--- src/rtl/core/b2d_pkg.sv ---
package b2d_pkg;

	localparam int VALUE_W      = 27;
	localparam int DIGIT_W      = 4;
	localparam int IDX_W        = 3;
	localparam int DCNT_W       = 4;
	localparam int DCNT_RST     = 4;
	localparam int MAX_DIGITS_DEF = 8;

	// decimal digits needed to hold any VALUE_W-bit number
	localparam int VAL_DIGITS   = 9;

	// bits taken into the cell chain per cycle while a conversion runs
	localparam int BITS_PER_CYC = 4;
	localparam int STEPS        = (VALUE_W + BITS_PER_CYC - 1) / BITS_PER_CYC;
	localparam int SH_W         = STEPS * BITS_PER_CYC;
	localparam int STEP_W       = $clog2(STEPS);

	typedef struct packed {
		logic start;
		logic take;
	} conv_ctl_t;

	typedef struct packed {
		logic busy;
		logic done;
	} conv_sts_t;

	function automatic int ncell_f(int max_digits);
		return (max_digits > VAL_DIGITS) ? max_digits : VAL_DIGITS;
	endfunction

endpackage

--- src/rtl/core/b2d_cell.sv ---
module b2d_cell (
	input  logic                              clk,
	input  logic                              clr,
	input  logic                              en,
	input  logic [b2d_pkg::BITS_PER_CYC-1:0]  shin,
	output logic [b2d_pkg::BITS_PER_CYC-1:0]  shout,
	output logic [b2d_pkg::DIGIT_W-1:0]       digit
);
	import b2d_pkg::*;

	logic [DIGIT_W-1:0] dig_q;
	logic [DIGIT_W-1:0] dig_nxt;

	// add 3 when five or more, then shift; bit j of shin/shout is step j
	always_comb begin
		dig_nxt = dig_q;
		shout   = '0;
		for (int j = 0; j < BITS_PER_CYC; j++) begin
			if (dig_nxt >= DIGIT_W'(5)) begin
				dig_nxt = dig_nxt + DIGIT_W'(3);
			end
			shout[j] = dig_nxt[DIGIT_W-1];
			dig_nxt  = {dig_nxt[DIGIT_W-2:0], shin[j]};
		end
	end

	always_ff @(posedge clk) begin
		if (clr) begin
			dig_q <= '0;
		end else if (en) begin
			dig_q <= dig_nxt;
		end
	end

	assign digit = dig_q;

endmodule

--- src/rtl/core/b2d_conv.sv ---
module b2d_conv #(
	parameter int MAX_DIGITS = b2d_pkg::MAX_DIGITS_DEF,
	localparam int NCELL = b2d_pkg::ncell_f(MAX_DIGITS)
) (
	input  logic                                  clk,
	input  logic                                  arst_n,
	input  b2d_pkg::conv_ctl_t                    ctl,
	input  logic [b2d_pkg::VALUE_W-1:0]           value,
	output b2d_pkg::conv_sts_t                    sts,
	output logic [NCELL-1:0][b2d_pkg::DIGIT_W-1:0] digits
);
	import b2d_pkg::*;

	logic              run_q;
	logic              done_q;
	logic [STEP_W-1:0] step_q;
	logic [SH_W-1:0]   sh_q;

	logic [NCELL:0][BITS_PER_CYC-1:0] link;

	// first step of a cycle takes the most significant remaining bit
	always_comb begin
		for (int j = 0; j < BITS_PER_CYC; j++) begin
			link[0][j] = sh_q[SH_W-1-j];
		end
	end

	for (genvar g = 0; g < NCELL; g++) begin : g_cell
		b2d_cell u_cell (
			.clk   (clk),
			.clr   (ctl.start),
			.en    (run_q),
			.shin  (link[g]),
			.shout (link[g+1]),
			.digit (digits[g])
		);
	end

	always_ff @(posedge clk or negedge arst_n) begin
		if (!arst_n) begin
			run_q  <= 1'b0;
			done_q <= 1'b0;
			step_q <= '0;
		end else begin
			if (ctl.take) begin
				done_q <= 1'b0;
			end
			if (ctl.start) begin
				run_q  <= 1'b1;
				step_q <= '0;
			end else if (run_q) begin
				step_q <= step_q + 1'b1;
				if (step_q == STEP_W'(STEPS - 1)) begin
					run_q  <= 1'b0;
					done_q <= 1'b1;
				end
			end
		end
	end

	always_ff @(posedge clk) begin
		if (ctl.start) begin
			sh_q <= SH_W'(value);
		end else if (run_q) begin
			sh_q <= sh_q << BITS_PER_CYC;
		end
	end

	assign sts.busy = run_q | (done_q & ~ctl.take);
	assign sts.done = done_q;

endmodule

--- src/rtl/core/binary_to_decimal_digit_sequencer.sv ---
// Binary to decimal digit sequencer.
// Pulse start with a value while busy is low; the word is taken at that edge.
// The block returns one result per digit in use, most significant digit
// first: digit_index, bcd_digit, overflow and last, each shown for one cycle
// with strobe high. last marks the least significant digit. overflow is set
// in every result of a word whose value does not fit in the digits in use;
// the digits shown are then the low ones of the value.
// cfg_we with cfg_wdata sets the digit count (0 acts as 1, anything above
// MAX_DIGITS acts as MAX_DIGITS); write it only while idle.
// The results of a word follow on consecutive cycles. The conversion is a
// chain of BCD digit cells that take 4 bits of the value per cycle, and a
// digit buffer that plays the results out while the next word converts, so
// a new word can be taken before the results of the last one are all out.
// Reset clears all words in flight and sets the digit count to 4.
// Results cannot be held off: the receiver must take each strobe.
module binary_to_decimal_digit_sequencer #(
	parameter int MAX_DIGITS = b2d_pkg::MAX_DIGITS_DEF
) (
	input  logic                          clk,
	input  logic                          arst_n,
	input  logic                          cfg_we,
	input  logic [b2d_pkg::DCNT_W-1:0]    cfg_wdata,
	input  logic                          start,
	input  logic [b2d_pkg::VALUE_W-1:0]   value,
	output logic                          busy,
	output logic                          strobe,
	output logic [b2d_pkg::IDX_W-1:0]     digit_index,
	output logic [b2d_pkg::DIGIT_W-1:0]   bcd_digit,
	output logic                          overflow,
	output logic                          last
);
	import b2d_pkg::*;

	localparam int NCELL = ncell_f(MAX_DIGITS);
	localparam int PW    = $clog2(NCELL);

	logic [DCNT_W-1:0] dcnt_q;
	logic [DCNT_W-1:0] n_c;

	conv_ctl_t ctl;
	conv_sts_t sts;
	logic [NCELL-1:0][DIGIT_W-1:0] cdig;

	logic                          act_q;
	logic [PW-1:0]                 pos_q;
	logic [IDX_W-1:0]              k_q;
	logic                          ovf_q;
	logic [NCELL-1:0][DIGIT_W-1:0] dig_q;
	logic                          ovf_c;
	logic                          emit_last;

	always_ff @(posedge clk or negedge arst_n) begin
		if (!arst_n) begin
			dcnt_q <= DCNT_W'(DCNT_RST);
		end else if (cfg_we) begin
			dcnt_q <= cfg_wdata;
		end
	end

	always_comb begin
		if (dcnt_q == '0) begin
			n_c = DCNT_W'(1);
		end else if (dcnt_q > DCNT_W'(MAX_DIGITS)) begin
			n_c = DCNT_W'(MAX_DIGITS);
		end else begin
			n_c = dcnt_q;
		end
	end

	assign emit_last = act_q && (pos_q == '0);
	assign ctl.take  = sts.done && (!act_q || emit_last);
	assign ctl.start = start && !busy;
	assign busy      = sts.busy;

	b2d_conv #(
		.MAX_DIGITS (MAX_DIGITS)
	) u_conv (
		.clk    (clk),
		.arst_n (arst_n),
		.ctl    (ctl),
		.value  (value),
		.sts    (sts),
		.digits (cdig)
	);

	// any nonzero digit above the ones in use means the value was cut
	always_comb begin
		ovf_c = 1'b0;
		for (int i = 0; i < NCELL; i++) begin
			if ((i >= int'(n_c)) && (cdig[i] != '0)) begin
				ovf_c = 1'b1;
			end
		end
	end

	always_ff @(posedge clk or negedge arst_n) begin
		if (!arst_n) begin
			act_q <= 1'b0;
			pos_q <= '0;
			k_q   <= '0;
		end else if (ctl.take) begin
			act_q <= 1'b1;
			pos_q <= PW'(n_c - 1'b1);
			k_q   <= '0;
		end else if (act_q) begin
			if (pos_q == '0) begin
				act_q <= 1'b0;
			end else begin
				pos_q <= pos_q - 1'b1;
				k_q   <= k_q + 1'b1;
			end
		end
	end

	always_ff @(posedge clk) begin
		if (ctl.take) begin
			dig_q <= cdig;
			ovf_q <= ovf_c;
		end
	end

	assign strobe      = act_q;
	assign digit_index = k_q;
	assign bcd_digit   = dig_q[pos_q];
	assign overflow    = ovf_q;
	assign last        = emit_last;

	a_start_busy: assert property (@(posedge clk) disable iff (!arst_n)
		start && !busy |=> busy)
		else $error("busy low after a word was taken");

	a_last_index: assert property (@(posedge clk) disable iff (!arst_n)
		strobe && last |-> digit_index == IDX_W'(n_c - 1'b1))
		else $error("last result not at the final digit index");

	a_bcd_range: assert property (@(posedge clk) disable iff (!arst_n)
		strobe |-> bcd_digit <= DIGIT_W'(9))
		else $error("digit out of BCD range");

	a_run_on: assert property (@(posedge clk) disable iff (!arst_n)
		strobe && !last |=> strobe && digit_index == IDX_W'($past(digit_index) + 1'b1))
		else $error("digit sequence broken");

endmodule

--- config.mk ---
export PLATFORM = sky130hd
export DESIGN_NAME = binary_to_decimal_digit_sequencer
export DESIGN_NICKNAME = d
export VERILOG_FILES = /design/src/rtl/core/b2d_pkg.sv /design/src/rtl/core/b2d_cell.sv /design/src/rtl/core/b2d_conv.sv /design/src/rtl/core/binary_to_decimal_digit_sequencer.sv
export SDC_FILE = /design/constraint.sdc
export NUM_CORES = 1
export LEC_CHECK = 0
export ABC_CLOCK_PERIOD_IN_PS = 8400
export BUFFER_PORTS_ARGS = -buffer_cell sky130_fd_sc_hd__buf_2
export CORE_AREA = 2 2 134 163
export CTS_CLUSTER_DIAMETER = 40
export DETAILED_ROUTE_END_ITERATION = 10
export DIE_AREA = 0 0 136 165
export SETUP_SLACK_MARGIN = 0.2
export SLEW_MARGIN = 30
export SYNTH_ARGS = -nofsm -noshare
export SYNTH_HDL_FRONTEND = slang
export SYNTH_SLANG_ARGS = --single-unit
--- constraint.sdc ---
create_clock -name clk -period 8.4 [get_ports clk]
set_clock_uncertainty 0.2 [all_clocks]
set_input_delay 0.84 -clock clk [delete_from_list [all_inputs] [get_ports clk]]
set_output_delay 0.84 -clock clk [all_outputs]
set_load 0.05 [all_outputs]
Word level (Yosys, flattened, before mapping)
Index checks and enable logic that the tools add are counted.
{"block": "totals", "rom_bits": 0, "out_inout_bits": 11, "reg_bits": 118, "n_memories": 0, "word_cells": 211, "mem_bits_rw": 0, "latch_bits": 0}
{"block": "classes", "order_cmp": 47, "n_div": 0, "n_bitwise": 3, "multipliers": 0, "add_sub_neg": 40, "n_eq_ne": 2, "n_mux": 61, "shifts": 0, "reduce_logical": 30}
{"operator": "2-to-1 mux 4 bit", "count": 38}
{"operator": "greater-or-equal comparator 4 x 3 -> 1 bit (second input constant)", "count": 36}
{"operator": "adder 4 x 2 -> 4 bit (second input constant)", "count": 32}
{"operator": "2-to-1 mux 27 bit", "count": 2}
{"operator": "nonzero test 4 bit", "count": 9}
{"operator": "2-to-1 mux 3 bit", "count": 9}
{"operator": "binary-select mux 4 bit (select 4 bit)", "count": 1}
{"operator": "greater-or-equal comparator 3 x 4 -> 1 bit (first input constant)", "count": 4}
{"operator": "adder 3 x 2 -> 3 bit (second input constant)", "count": 4}
{"operator": "logical AND 1 bit", "count": 12}
{"operator": "2-to-1 mux 1 bit", "count": 11}
{"operator": "greater-or-equal comparator 1 x 4 -> 1 bit (first input constant)", "count": 2}
{"operator": "greater-or-equal comparator 2 x 4 -> 1 bit (first input constant)", "count": 2}
{"operator": "zero test 4 bit", "count": 2}
{"operator": "OR reduction 8 bit", "count": 1}
{"operator": "subtractor 4 x 1 -> 4 bit (second input constant)", "count": 2}
{"operator": "adder 3 x 1 -> 3 bit (second input constant)", "count": 2}
{"operator": "< comparator 4 x 5 -> 1 bit (second input constant)", "count": 1}
{"operator": "greater-or-equal comparator 4 bit (first input constant)", "count": 1}
{"operator": "> comparator 4 bit (second input constant)", "count": 1}
{"operator": "nonzero test 2 bit", "count": 2}
{"operator": "== test 3 bit (second input constant)", "count": 1}
{"operator": "zero test 1 bit", "count": 2}
{"operator": "inequality test 2 x 1 -> 1 bit (second input constant)", "count": 1}
{"operator": "other kinds (5)", "count": 5}

Depth between registers and ports, before layout
Gate-level depths: netlist of the first run.
{"block": "depth", "ltp_word": 10, "depth_mapped": 20, "ltp_nobuf": 20}

Hierarchy
From an unflattened synthesis of the first run, not the netlist that was laid out.
{"block": "hier_totals", "hier_cells": 988, "area_unflattened_um2": 9910.8}
{"module": "b2d_cell", "n_inst": 9, "cells_each": 84, "seq_area_each_um2": 80.1, "area_each_um2": 683.2}
{"module": "binary_to_decimal_digit_sequencer", "n_inst": 1, "cells_each": 146, "seq_area_each_um2": 1412.6, "area_each_um2": 2235.9}
{"module": "b2d_conv", "n_inst": 1, "cells_each": 86, "seq_area_each_um2": 955.9, "area_each_um2": 1526.5}

Worst setup path before layout of the first run
OpenSTA, ideal clock, no wires.
{"block": "synth_path", "kind": "register to register", "startpoint": "register u_conv.g_cell[5].u_cell.dig_q[0]", "endpoint": "register u_conv.g_cell[6].u_cell.dig_q[3]", "n_path_buf": 0, "period_less_slack_ps": 3671, "arrival_time_ps": 3345, "setup_ps": 126, "required_ps": 8074, "slack_ps": 4729, "stages_incl_launch_ff": 19, "cell_sequence": "dfxtp_1 -> inv_1 -> ha_1 -> and2b_2 -> or3_1 -> and2_4 -> inv_2 -> ha_1 -> o21bai_2 -> a211oi_4 -> nor2_1 -> inv_1 -> ha_1 -> a2111oi_0 -> a221oi_1 -> a2bb2oi_1 -> a21oi_1 -> mux2i_1 -> o21ai_1"}
{"block": "synth_between", "elab_chain_len": 8, "word_cells_on_any_way": 18}
{"item": "start: declaration", "line": "b2d_cell.sv:11", "text": "logic [DIGIT_W-1:0] dig_q;"}
{"item": "start signal: assignment", "line": "b2d_cell.sv:31", "text": "dig_q <= dig_nxt;"}
{"item": "adder 4 x 2 -> 4 bit / greater-or-equal comparator 4 x 3 -> 1 bit (equally long branches)", "line": "b2d_cell.sv:20, b2d_cell.sv:19"}
{"item": "2-to-1 mux 4 bit *", "line": "b2d_cell.sv:19", "text": "if (dig_nxt >= DIGIT_W'(5)) begin"}
{"item": "adder 4 x 2 -> 4 bit / greater-or-equal comparator 4 x 3 -> 1 bit (equally long branches)", "line": "b2d_cell.sv:20, b2d_cell.sv:19"}
{"item": "2-to-1 mux 4 bit", "line": "b2d_cell.sv:19"}
{"item": "adder 4 x 2 -> 4 bit / greater-or-equal comparator 4 x 3 -> 1 bit (equally long branches)", "line": "b2d_cell.sv:20, b2d_cell.sv:19"}
{"item": "2-to-1 mux 4 bit", "line": "b2d_cell.sv:19"}
{"item": "adder 4 x 2 -> 4 bit / greater-or-equal comparator 4 x 3 -> 1 bit (equally long branches)", "line": "b2d_cell.sv:20, b2d_cell.sv:19"}
{"item": "2-to-1 mux 4 bit *", "line": "b2d_cell.sv:19"}
{"item": "end signal: assignment", "line": "b2d_cell.sv:31"}
{"item": "end: declaration", "line": "b2d_cell.sv:11"}
Every way passes the cells marked *; elsewhere a longest branch is shown, timed or not.
A chain may end at the register's enable or synchronous reset.

Worst setup path after layout of the first run
Ends and elaborated chain as after synthesis.

==> flow_metrics.py, run 1 <==
metrics = {
    "run_status": {
        "run_status": "completed",
    },
    "drt": {
        "dr.first_iter.drc_count": 476,
        "detail_route.vias_per_cell": 5.69,
        "post_drt_wl_per_cell_um": 16.1,
        "detail_route_antenna_nets": 0,
        "detailedRoute.firstPassIterationCount": 5,
        "route.vias.total": 7889,
        "route.detailed.drc": 0,
        "total_routed_length_um": 22400,
    },
    "critical_path": {
        "crit_arrival_ns": 4.23,
        "worstSetupEndpointType": "flop",
        "cp.depth": 18,
        "max_stage_delay_ns": 0.46,
        "cp-start-kind": "flop",
        "worst_path_dominant_cell_family": "compound AO/OA/AOI/OAI gates",
        "crit_fanout": 8,
        "timing.critical_path.cells": "inv_1 -> ha_1 -> and2b_2 -> or3_1 -> and2_4 -> inv_2 -> ha_1 -> o21bai_2 -> a211oi_4 -> nor2_1 -> inv_1 -> ha_1 -> a2111oi_0 -> a221oi_1 -> a2bb2oi_1 -> a21oi_1 -> mux2i_1 -> o21ai_1",
        "timing.critical_path.buf_inv": 3,
        "worst-setup-path-type": "flop to flop",
        "worst_path_most_repeated_cell": "ha_1",
        "rr_worst_depth": 18,
        "worst_ep_required_time_ns": 8.50,
        "cpMaxStageDelayCell": "dfxtp_1",
    },
    "yosys": {
        "instance_count_of_the_mapped_netlist": 1082,
        "proportion_of_synthesized_chip_area_in_sequential_cells_pct": 33.4,
        "post_synth_edffs": 64,
        "yosys_warnings": 0,
        "flip_flop_and_latch_count_after_synthesis": 118,
        "syn_area_per_cell_um2": 8.56,
        "syn_nets": 1162,
        "async_sr_flop_fraction_pct": 14.4,
        "netlist_area_mm2": 0.00926,
        "yosys_most_used_dff": "edfxtp_1",
        "synthDistinctLibCells": 105,
    },
    "grt": {
        "grt_overflow_total": 0,
        "number_of_global_route_vias_before_repair": 7410,
        "global_route.usage.total_pct": 20.3,
        "grt_max_degree": 47,
        "grt_pass1_wl_um": 36300,
        "grt_antenna_before_repair": 0,
    },
    "sta": {
        "relSlewSlack_pct": 44.9,
        "tns_ns": 0,
        "rsz0062_at_grt": "false",
        "finalHoldViolCount": 0,
        "finalMaxSlewViolations": 0,
        "highest_clock_rate_ghz": 0.242,
        "timing_worst_slew_pin_value_ns": 0.826,
        "setup-violations-final": 0,
        "finalWorstPathRequiredPeriod_ns": 4.13,
        "fin_crit_sh_pct": 49.1,
    },
    "floorplan": {
        "width_of_the_die_um": 136,
        "die_outline_area_mm2": 0.0224,
        "number_of_cell_rows": 58,
        "starting_density_pct": 44.6,
        "die_h_um": 165,
        "fp.coreArea_mm2": 0.0208,
        "i_o_pin_count": 46,
    },
    "clocking": {
        "tritoncts.num_buffers": 17,
        "cts_resized": 0,
        "cts_root_buffer": "clkbuf_16",
        "cts_tree": "built",
        "worstSkewPairLatency_ns": 0.42,
        "cts_hold_buffers": 0,
        "cts_num_sinks": 118,
        "cts_clock_pin_slew_for_the_worst_setup_and_hold_paths_ns": 0.06,
        "h-tree-depth": 4,
        "clk_path_buf_depth": 2,
        "postCtsSetupBuffers": 0,
    },
    "min_path": {
        "holdCritPathClass": "input port to asynchronous set/reset pin",
    },
    "cells_and_area": {
        "diodes": 0,
        "layout-drive-gt1-share_pct": 14.6,
        "finish.net_count": 1184,
        "area_delta_synth_final_pct": 10.1,
    },
    "placement": {
        "port-buffer-count": 45,
        "detailed_place_hpwl_um": 16300,
        "gp_congestion": 0.851,
    },
    "run": {
        "max_cap_violations": 0,
    },
}
-- state kept, by name (all words and copies together), names as in the netlist --
register	count
strobe	1
dig_q	36
dcnt_q	4
u_conv.sh_q	28
pos_q	4
u_conv.done_q	1
u_conv.g_cell.u_cell.digit	36
u_conv.step_q	3
overflow	1
digit_index	3
u_conv.run_q	1
-- path summary, 6_finish.rpt --
| path | startpoint | end | slack [ns] |
|---|---|---|---|
| min reg2reg | u_conv.g_cell[8].u_cell.digit[1] | dig_q[33] | 0.23 |
| max reg2reg | u_conv.g_cell[5].u_cell.digit[0] | u_conv.g_cell[6].u_cell.digit[3] | 4.27 |
| max in group asynchronous | arst_n | dcnt_q[2] | 7.51 |
| max | u_conv.g_cell[5].u_cell.digit[0] | u_conv.g_cell[6].u_cell.digit[3] | 4.27 |
| min in group clk | u_conv.g_cell[8].u_cell.digit[1] | dig_q[33] | 0.23 |
| min | arst_n | digit_index[0] | 0.16 |
-- metal layers --
layer  global-route usage [%]  vias up  routed length, µm
met5                        0        -                  0
met4                     6.20        0                314
met3                     2.79       28                421
met2                     36.3       87              11400
met1                     25.2     3726              10300
li1                         -     4048                  -
-- final cells by class --
cell class,count,area [µm²]
Clock inverter,15,148
Clock buffer,17,425
Tap cell,270,338
Timing Repair Buffer,51,270
Multi-Input combinational cell,858,5700
Sequential cell,118,3090
Fill cell,2053,10600
Inverter,58,218
-- stage by stage --
| step | hold WS (ns) | cells | util (%) | setup slack, ns | cell area (µm²) |
|---|---|---|---|---|---|
| CTS | 0.156 | 1387 | 49.1 | 4.31 | 10200 |
| finish | 0.158 | 1387 | 49.1 | 4.27 | 10200 |
| detailed placement | 0.220 | 1355 | 46.3 | 4.33 | 9620 |
| floorplan | 0.203 | 1082 | - | 4.73 | 9260 |
| global route | 0.183 | 1387 | 49.1 | 3.87 | 10200 |
| global placement | 0.229 | 1355 | 46.3 | 4.31 | 9610 |
-- Yosys cell counts, types with 9 or more instances --
master / count / share of area (%)
nand2_1: 177 / 7.2
o21ai_0: 70 / 3.8
nor2_1: 68 / 2.8
edfxtp_1: 64 / 21
inv_1: 55 / 2.2
a21oi_1: 54 / 2.9
ha_1: 45 / 6.1
dfxtp_1: 37 / 8.0
a211oi_1: 28 / 2.3
clkbuf_1: 25 / 1.0
nand2b_1: 23 / 1.6
nand3_1: 23 / 1.2
mux2i_1: 21 / 2.3
and2_1: 17 / 1.1
nor3_1: 17 / 0.92
o22ai_1: 17 / 1.1
dfrtp_1: 16 / 4.3
o211ai_1: 15 / 1.2
o21ai_1: 15 / 0.81
or2_2: 13 / 0.88
a211o_1: 12 / 1.1
a21o_1: 11 / 0.89
buf_2: 11 / 0.59
mux2_2: 11 / 1.3
a31oi_1: 10 / 0.68
and3_1: 10 / 0.68
o21a_1: 10 / 0.81
nor2b_1: 9 / 0.61
o21bai_1: 9 / 0.73
or3_1: 9 / 0.61
xnor2_1: 9 / 0.85
-- layout by cell type (no fill, tap or decap), types with 21 or more instances in the layout --
| cell | synthesis | layout |
|---|---|---|
| nand3_1 | 23 | 23 |
| nand2_1 | 177 | 177 |
| edfxtp_1 | 64 | 64 |
| buf_2 | 11 | 45 |
| ha_1 | 45 | 45 |
| o21ai_0 | 70 | 70 |
| dfxtp_1 | 37 | 37 |
| a21oi_1 | 54 | 54 |
| nor2_1 | 68 | 68 |
| mux2i_1 | 21 | 21 |
| a211oi_1 | 28 | 28 |
| nand2b_1 | 23 | 23 |
| inv_1 | 55 | 55 |
-- cell families (layout without fill, tap and decap cells) --
| group | count (synthesis) | count (layout) | synth area share (%) |
|---|---|---|---|
| AO/OA/AOI/OAI | 348 | 348 | 26.7 |
| XOR/XNOR | 15 | 15 | 1.42 |
| adder cells (fa/ha/maj) | 45 | 45 | 6.08 |
| buffers and inverters | 106 | 141 | 5.07 |
| flip-flops | 118 | 118 | 33.4 |
| multiplexers | 45 | 45 | 6.31 |
| AND/OR/NAND/NOR | 405 | 405 | 21.1 |
Power of run 1 is not shown: default switching activity piles up to over one toggle a cycle in this logic, so the estimate is an artifact.
==> run 2: changes to the inputs <==
--- a/config.mk
+++ b/config.mk
@@ -5,7 +5,7 @@
 export SDC_FILE = /design/constraint.sdc
 export NUM_CORES = 1
 export LEC_CHECK = 0
-export ABC_CLOCK_PERIOD_IN_PS = 8400
+export ABC_CLOCK_PERIOD_IN_PS = 3400
 export BUFFER_PORTS_ARGS = -buffer_cell sky130_fd_sc_hd__buf_2
 export CORE_AREA = 2 2 134 163
 export CTS_CLUSTER_DIAMETER = 40
==> constraint.sdc (replaced) <==
create_clock -name clk -period 3.4 [get_ports clk]
set_clock_uncertainty 0.2 [all_clocks]
set_input_delay 0.34 -clock clk [delete_from_list [all_inputs] [get_ports clk]]
set_output_delay 0.34 -clock clk [all_outputs]
set_load 0.05 [all_outputs]
==> run 2 against run 1 <==
Against the previous run: the flow now finishes with violations (negative setup slack); sequential share of layout area shrank 7.7 points; cell count up 18%; design area up 36%; setup slack worse by 4.4 ns; via count grew 17%; routed wire length is 24% higher; largest cell class unchanged; die area unchanged; non-clock buffer count rose by 247; critical path depth decreased by 1; core utilization is 18 points higher.
==> flow_metrics.py, run 2 (same netlist as run 1, synthesis figures left out) <==
metrics = {
    "sta": {
        "setup_ws_ns": -0.112,
        "finalMaxSlewViolations": 0,
        "finalHoldViolCount": 0,
        "fin_crit_sh_pct": 103,
        "highest_clock_rate_ghz": 0.285,
        "holdWs_ns": 0.0328,
        "timing_worst_slew_pin_value_ns": 0.658,
        "setup-violations-final": 2,
        "relSlewSlack_pct": 56.1,
        "finalWorstPathRequiredPeriod_ns": 3.51,
        "rsz0062_at_grt": "true",
    },
    "placement": {
        "detailed_place_hpwl_um": 18200,
        "placed_cells_incl_taps": 1493,
        "port-buffer-count": 45,
        "gp_congestion": 0.864,
    },
    "floorplan": {
        "width_of_the_die_um": 136,
        "i_o_pin_count": 46,
        "starting_density_pct": 44.6,
        "die_h_um": 165,
        "die_outline_area_mm2": 0.0224,
        "number_of_cell_rows": 58,
        "fp.coreArea_mm2": 0.0208,
    },
    "critical_path": {
        "worstSetupEndpointType": "flop",
        "rr_worst_depth": 17,
        "r2r_slack_ns": -0.11,
        "cp-start-kind": "flop",
        "r2r-end": "u_conv.g_cell[8].u_cell.digit[2]",
        "critPathCapture": "u_conv.g_cell[8].u_cell.digit[2]",
        "crit_fanout": 4,
        "crit-reg2reg-launch": "u_conv.g_cell[6].u_cell.digit[0]",
        "crit_arrival_ns": 3.62,
        "worst-setup-path-type": "flop to flop",
        "critical_path_startpoint": "u_conv.g_cell[6].u_cell.digit[0]",
        "worst_ep_required_time_ns": 3.51,
    },
    "drt": {
        "dr.first_iter.drc_count": 608,
        "total_routed_length_um": 27800,
        "detailedRoute.firstPassIterationCount": 5,
        "post_drt_wl_per_cell_um": 17.0,
        "route.detailed.drc": 0,
        "detail_route.vias_per_cell": 5.66,
        "detail_route_antenna_nets": 0,
        "route.vias.total": 9251,
    },
    "clocking": {
        "tritoncts.num_buffers": 17,
        "h-tree-depth": 4,
        "cts_clock_pin_slew_for_the_worst_setup_and_hold_paths_ns": 0.06,
        "clk_path_buf_depth": 2,
        "worstSkewPairLatency_ns": 0.42,
        "cts_tree": "built",
        "cts_num_sinks": 118,
        "cts_root_buffer": "clkbuf_16",
    },
    "cells_and_area": {
        "layout.cells.non_filler": 1634,
        "diodes": 0,
        "finish.net_count": 1431,
        "layout_commonest_cell": "buf_4",
        "mostFrequentLayoutCells": "202 x buf_4, 169 x nand2_1, 64 x edfxtp_1",
        "area_delta_synth_final_pct": 49.6,
        "layout-drive-gt1-share_pct": 45.6,
    },
    "run_status": {
        "run_status": "complete, but fails checks",
        "failed_checks": "negative setup slack",
    },
    "grt": {
        "global_route.usage.total_pct": 23.4,
        "grt_pass1_wl_um": 42000,
        "grt_max_degree": 35,
        "grt_overflow_total": 0,
        "grt_antenna_before_repair": 0,
        "number_of_global_route_vias_before_repair": 8707,
    },
    "min_path": {
        "holdCritPathClass": "input port to flop",
    },
    "run": {
        "max_cap_violations": 0,
    },
}
[run 2: changes by cell type in the layout (fill, tap and decap cells not counted), sizes merged]
| cell | previous run | this run |
|---|---|---|
| inv | 68 | 59 |
| clkbuf | 17 | 18 |
| clkinvlp | 1 | 6 |
| clkinv | 4 | 5 |
| bufinv | 0 | 2 |
| dlygate4sd3 | 0 | 27 |
| buf | 51 | 271 |
[run 2: area by class of cell]
type / instances / area, µm²
Multi-Input combinational cell: 858 / 7270
Fill cell: 1661 / 6900
Sequential cell: 118 / 3130
Timing Repair Buffer: 298 / 2290
Clock buffer: 18 / 429
Tap cell: 270 / 338
Inverter: 58 / 243
Clock inverter: 14 / 154
[run 2: worst min path at each step]
stage / from / endpoint / slack (ns) / cells past startpoint
floorplan: arst_n / dcnt_q[0] / -0.16 / 0
global placement: arst_n / u_conv.step_q[2] / 0.10 / 1
detailed placement: arst_n / pos_q[0] / 0.10 / 1
CTS: value[20] / u_conv.sh_q[20] / 0.005 / 3
global route: value[3] / u_conv.sh_q[3] / 0.03 / 2
finish: value[2] / u_conv.sh_q[2] / 0.03 / 2
[run 2: timing repair]
| item | in CTS | in global routing |
|---|---|---|
| pin swaps | 90 | 79 |
| setup endpoints to repair | 30 | 58 |
| gates resized for setup | 168 | 131 |
| hold buffers | 27 | 0 |
| setup buffers | 45 | 37 |
| endpoints found under the hold margin | 43 | 0 |
[run 2: routing by layer]
metal  vias to the layer above  part of all wire (%)  global-route usage (%)
met5                         -                     0                       0
met4                         0                   2.3                    7.39
met3                        52                   2.6                    3.59
met2                       164                    54                    43.5
met1                      4502                    42                    27.3
li1                       4533                     -                       -
[run 2: worst max-delay path, stage by stage, from the launching register on]
cell and delay (ns):
dfxtp_4 0.37, inv_2 0.05, ha_4 0.15, nor2b_4 0.12, or3_4 0.36, o211ai_1 0.12, nand2_1 0.13, xnor2_2 0.23
inv_1 0.09, ha_2 0.19, a22o_1 0.24, nand2_2 0.12, xnor2_4 0.15, ha_2 0.23, nor2b_4 0.17, o31ai_4 0.08
and3_1 0.19, a211o_1 0.22
[run 2: through the flow]
stage	setup TNS [ns]	area, µm²	util [%]	setup WS [ns]
4_1_cts	-0.0412	13000	62.7	-0.0412
5_1_grt	-1.21	13900	66.7	-0.230
3_3_place_gp	-0.162	11100	53.3	-0.0990
6_report	-0.123	13900	66.7	-0.112
2_1_floorplan	-0.0274	9660	-	-0.0274
3_5_place_dp	-0.566	11100	53.3	-0.211
Power of run 2 is left out for the same reason.
